[src/rtl/core/hqmb_rdiv.sv]
// ----------------------------------------------------------------------------
// hqmb_rdiv
// Pipelined restoring divider, one quotient bit per stage, with a sideband
// word carried alongside.
// ----------------------------------------------------------------------------
`default_nettype none

module hqmb_rdiv #(
  parameter int NUM_W  = 41,
  parameter int DEN_W  = 8,
  parameter int SIDE_W = 8
) (
  input  wire logic              clk,
  input  wire logic              rst,
  input  wire logic              en,
  input  wire logic              in_valid,
  input  wire logic [NUM_W-1:0]  num,
  input  wire logic [DEN_W-1:0]  den,
  input  wire logic [SIDE_W-1:0] side,
  output logic                   out_valid,
  output logic [NUM_W-1:0]       quo,
  output logic [SIDE_W-1:0]      side_out
);

  // stage registers; numerator shifts out as quotient bits shift in
  logic [NUM_W:1]    vld;
  logic [NUM_W-1:0]  nm [1:NUM_W];
  logic [DEN_W-1:0]  rm [1:NUM_W];
  logic [DEN_W-1:0]  dn [1:NUM_W];
  logic [SIDE_W-1:0] sd [1:NUM_W];

  for (genvar i = 0; i < NUM_W; i++) begin : g_stage
    logic              cv;
    logic [NUM_W-1:0]  cn;
    logic [DEN_W-1:0]  cr;
    logic [DEN_W-1:0]  cd;
    logic [SIDE_W-1:0] cs;
    logic [DEN_W:0]    t;
    logic [DEN_W:0]    diff;
    logic              ge;

    if (i == 0) begin : g_src_in
      assign cv = in_valid;
      assign cn = num;
      assign cr = '0;
      assign cd = den;
      assign cs = side;
    end else begin : g_src_reg
      assign cv = vld[i];
      assign cn = nm[i];
      assign cr = rm[i];
      assign cd = dn[i];
      assign cs = sd[i];
    end

    // one trial subtraction
    assign t    = {cr, cn[NUM_W-1]};
    assign diff = t - {1'b0, cd};
    assign ge   = (t >= {1'b0, cd});

    always_ff @(posedge clk) begin
      if (rst) begin
        vld[i+1] <= 1'b0;
      end else if (en) begin
        vld[i+1] <= cv;
      end
    end

    always_ff @(posedge clk) begin
      if (en) begin
        nm[i+1] <= {cn[NUM_W-2:0], ge};
        rm[i+1] <= ge ? diff[DEN_W-1:0] : t[DEN_W-1:0];
        dn[i+1] <= cd;
        sd[i+1] <= cs;
      end
    end
  end

  assign out_valid = vld[NUM_W];
  assign quo       = nm[NUM_W];
  assign side_out  = sd[NUM_W];

endmodule

`default_nettype wire

[config.mk]
export PLATFORM = sky130hd
export DESIGN_NAME = hqmb_rdiv
export DESIGN_NICKNAME = d
export VERILOG_FILES = /design/src/rtl/core/hqmb_rdiv.sv
export SDC_FILE = /design/constraint.sdc
export NUM_CORES = 2
export LEC_CHECK = 0
export BUFFER_PORTS_ARGS = -buffer_cell sky130_fd_sc_hd__buf_2
export CELL_PAD_IN_SITES_DETAIL_PLACEMENT = 2
export CELL_PAD_IN_SITES_GLOBAL_PLACEMENT = 2
export CORE_MARGIN = 3
export CORE_UTILIZATION = 35
export DETAILED_ROUTE_END_ITERATION = 8
export GPL_TIMING_DRIVEN = 0
export PLACE_DENSITY = 0.64
export SYNTH_ARGS = -nofsm -noshare
export SYNTH_HDL_FRONTEND = slang
export SYNTH_SLANG_ARGS = --single-unit
[constraint.sdc]
create_clock -name clk -period 5.23 [get_ports clk]
set_input_delay 0.2615 -clock clk [delete_from_list [all_inputs] [get_ports clk]]
set_output_delay 0.2615 -clock clk [all_outputs]
set_load 0.02 [all_outputs]
Yosys cells after proc, flatten, opt, wreduce, memory -nomap -nowiden
Memory sizes are Yosys's and may differ from the RTL's.
Cells that the tools add are included.
{"block": "word_totals", "reg_bits": 41, "ramBits": 2665, "input_bits": 61, "elab_cells": 170, "memories": 4}
{"name": "nm", "depth": 41, "width": 41, "read_ports": 41, "rd_clocked_by_memory_dff": 0, "write_ports": 41, "line": "27", "text": "logic [NUM_W-1:0] nm [1:NUM_W];"}
{"name": "dn", "depth": 41, "width": 8, "read_ports": 40, "rd_clocked_by_memory_dff": 0, "write_ports": 41, "line": "29", "text": "logic [DEN_W-1:0] dn [1:NUM_W];"}
{"name": "rm", "depth": 41, "width": 8, "read_ports": 40, "rd_clocked_by_memory_dff": 0, "write_ports": 41, "line": "28", "text": "logic [DEN_W-1:0] rm [1:NUM_W];"}
{"name": "sd", "depth": 41, "width": 8, "read_ports": 41, "rd_clocked_by_memory_dff": 0, "write_ports": 41, "line": "30", "text": "logic [SIDE_W-1:0] sd [1:NUM_W];"}
{"block": "op_classes", "n_addsub": 41, "order_cmp": 41, "n_mux": 43}
{"cell": "$ge A9 B8 Y1", "n": 40}
{"cell": "$mux W8", "n": 41}
{"cell": "$sub A8 B8 Y8", "n": 40}
{"cell": "$ge A1 B8 Y1", "n": 1}
{"cell": "$sub A1 B8 Y8", "n": 1}
{"cell": "$mux W1", "n": 2}

Logic depth before layout (Yosys ltp)
An unclocked memory read counts as a cell.
{"block": "depth", "depth_word": 3, "ltp_mapped": 9, "depth_no_buf": 8}

Worst setup path before layout
No wires, ideal clock.
{"block": "synth_timing", "path_type": "register to register", "startpoint": "register, netlist name rm[0][173]", "endpoint": "register, netlist name rm[0][178]", "setup_ns": 0.260, "arrival_ns": 1.859, "required_ns": 4.970, "path_slack_ns": 3.112, "stages_incl_launch_ff": 7, "period_less_slack_ns": 2.118, "path_cell_list": "edfxtp_1 > ha_1 > a21o_1 > o21bai_1 > a21boi_1 > a21boi_4 > mux2_2"}

==> results.json <==
{
  "pwr-share-clk": 0.345,
  "ys_seq_elements": 2690,
  "netlist_instances": 5412,
  "grt.met3_usage": 0.0188,
  "slew_viol_final": 0,
  "cts_setup_buffers": 0,
  "period_share": 0.913,
  "drtIter0Drc": 2617,
  "syn_to_final_growth_pct": 16.4,
  "setup_tns_ns": 0,
  "viasPerCell": 4.67,
  "critical_path.max_stage_delay_ns": 0.57,
  "setup_viol": 0,
  "hold_start": "num[39]",
  "cts_sinks": 2690,
  "r2r_cells": 7,
  "comb_power_share": 0.186,
  "core_mm2": 0.281,
  "place_worst_setup_slack_ns": 0.581,
  "hold_end": "nm[0][81]",
  "fin_util": 0.412,
  "die_x_um": 539,
  "layout.nets": 6356,
  "status": "finished, final reports clean",
  "start_kind": "primary input",
  "stdcell_area_mm2": 0.116,
  "arrival_ns": 5.51,
  "multi_input_area_mm2": 0.0171,
  "dp_hpwl_um": 114000,
  "antenna_found_initial": 3,
  "p_sw_mw": 16.3,
  "path_delay_family": "buffers and inverters",
  "tritoncts": "yes",
  "fin_skew_ns": 0.0381,
  "drtAntennaViolNets": 0,
  "grt_max_degree": 179,
  "yosysWarnings": 0,
  "fmax_ghz": 0.209,
  "avgSynthCellArea_um2": 18.3,
  "timing.final.ws_setup_ns": 0.455,
  "grt.total_usage": 0.124,
  "grt_pass1_vias": 51753,
  "grt.overflow.total": 0,
  "drcViolationCount": 0,
  "intPower_mw": 43.9,
  "numCtsBuffers": 306,
  "hold_depth": 2,
  "die_y_um": 539,
  "ir_worst_vdd_uv": 246,
  "netlist_top_cells_area": "edfxtp_1, ha_1, inv_1, o21ai_0, a21oi_1",
  "powerDensity_mw_per_mm2": 520,
  "seq_area_mm2": 0.0804,
  "cts_resized": 0,
  "relSlewSlack": 0.295,
  "rr_endpoint": "rm[0][178]",
  "cts.clk_slew.worst_paths_ns": 0.05,
  "tightest_slew_ns": 1.06,
  "regToRegStartpoint": "rm[0][172]",
  "start_util": 0.353,
  "rsz0062_at_grt": "false",
  "rows": 194,
  "synth_top_cell_by_area": "edfxtp_1",
  "synth-seq-area-share": 0.810,
  "finalHoldViolations": 0,
  "end_kind": "register",
  "p_seq_frac": 0.469,
  "gp_congestion": 0.786,
  "cp_max_fo": 173,
  "synth.distinct_cells": 65,
  "port_buffers": 109,
  "r2r_slack_ns": 2.57,
  "synth_top_cell_area_share": 0.801,
  "cts_root_buf": "clkbuf_16",
  "yosys_most_used_dff": "edfxtp_1",
  "cap_violations": 0,
  "syn_area_mm2": 0.0993,
  "synth_common_cells": "edfxtp_1, inv_1, ha_1",
  "synth.net_count": 5834,
  "use_met1": 0.147,
  "crit_required_ns": 5.97,
  "whs_ns": 0.103,
  "globalRouteMet2Util": 0.226,
  "swShare": 0.270,
  "hold_buffers": 88,
  "crit_path_top_delay_cell": "dlygate4sd3_1",
  "dieArea_mm2": 0.290,
  "grt_pass1_wl_um": 292000,
  "min_path_type": "in -> reg",
  "cp_common_cell": "buf_16",
  "ctsHtreeMaxLevel": 5,
  "post-route-min-period_ns": 4.77,
  "post_drt_wl_per_cell_um": 18.4,
  "clock_path_buffers": 4,
  "final_layout_size_suffix_gt1_frac": 0.122,
  "placed_cell_area_mm2": 0.105,
  "clkLatencyLatePin_ns": 0.87,
  "synthArstFlopShare": 0,
  "worst-setup-path-type": "in -> reg",
  "dr_total_vias": 46253,
  "yosysMostFrequentCell": "edfxtp_1",
  "worst-path-buf-inv": 9,
  "ios": 111,
  "wirelength_um": 182000,
  "num-fill-cells": 26611,
  "leakagePower_nw": 41.6,
  "gr-max-usage-layer": "met2",
  "synth_edf_count": 2649,
  "dr.pass1.iters": 5,
  "crit_chain": "dlygate4sd3_1 > buf_12 > buf_16 > buf_16 > buf_16 > buf_16 > clkbuf_1 > buf_2 > mux2i_1 > nor2_1 > dlygate4sd3_1"
}
[worst max path at each step]
stage                     startpoint        endpoint  slack, ns  cells after the start
final                             en   g_stage[1].cv       0.46                     11
after CTS                         en   g_stage[1].cv       0.46                     11
after detailed placement          en  g_stage[18].cv       0.58                      9
after floorplan           rm[0][173]      rm[0][178]       3.11                      6
after global placement            en     nm[0][1672]     -39.33                      1
after global routing              en   g_stage[1].cv       0.09                     11
[cell type report]
class,count,area share
Tap cell,3724,0.0403
Buffer,40,0.00205
Clock buffer,372,0.0700
Antenna cell,1,0.0000217
Sequential cell,2690,0.695
Clock inverter,175,0.0142
Inverter,427,0.0139
Multi-Input combinational cell,2255,0.148
Timing Repair Buffer,214,0.0165
[per-stage QoR]
| stage | std cells | power [mW] |
|---|---|---|
| after CTS | 9897 | 61.3 |
| after detailed placement | 9262 | 39.8 |
| after global placement | 9245 | 40.6 |
| final | 9898 | 60.1 |
| after floorplan | 5412 | 36.0 |
| after global routing | 9898 | 63.6 |
[layout by cell type, fill, tap and decap left out, types with 88 or more instances in the layout]
| cell | Yosys | layout |
|---|---|---|
| ha_1 | 322 | 322 |
| dlygate4sd3_1 | 0 | 88 |
| nor2_1 | 134 | 134 |
| edfxtp_1 | 2649 | 2649 |
| mux2i_1 | 90 | 90 |
| clkbuf_16 | 0 | 313 |
| buf_2 | 9 | 117 |
| a21oi_1 | 196 | 196 |
| o21ai_0 | 293 | 293 |
| nand2_1 | 242 | 242 |
| inv_1 | 422 | 422 |
[sequential cells by signal (all words and copies together), names as in the netlist]
name,cells
dn,320
rm,320
nm,1681
g_stage.cv,40
out_valid,1
sd,328
[kinds of logic after synthesis]
group,count (synthesis),synth area share
AOI/OAI and AO/OA,868,0.0576
xor gates and xnor gates,118,0.0104
adders and majority gates,361,0.0485
buffers and inverters,467,0.0185
DFF,2690,0.810
muxes,166,0.0179
and+or+nand+nor,742,0.0375
[power by group through the flow]
stage | registers [mW] | logic [mW] | clock network, mW
after floorplan | 28.1 | 7.93 | 0
after global placement | 30.3 | 10.3 | 0
after detailed placement | 28.7 | 11.1 | 0
after CTS | 28.3 | 11.3 | 21.6
after global routing | 28.5 | 12.6 | 22.5
final | 28.2 | 11.2 | 20.7
[metal layers]
| layer | vias up | routed length (um) | part of all wire |
|---|---|---|---|
| li1 | 21743 | - | - |
| met1 | 23546 | 74700 | 0.41 |
| met2 | 577 | 95500 | 0.53 |
| met3 | 387 | 5470 | 0.030 |
| met4 | 0 | 6210 | 0.034 |
| met5 | - | 0 | 0 |
No activity file was read; power rests on OpenSTA's default activity.
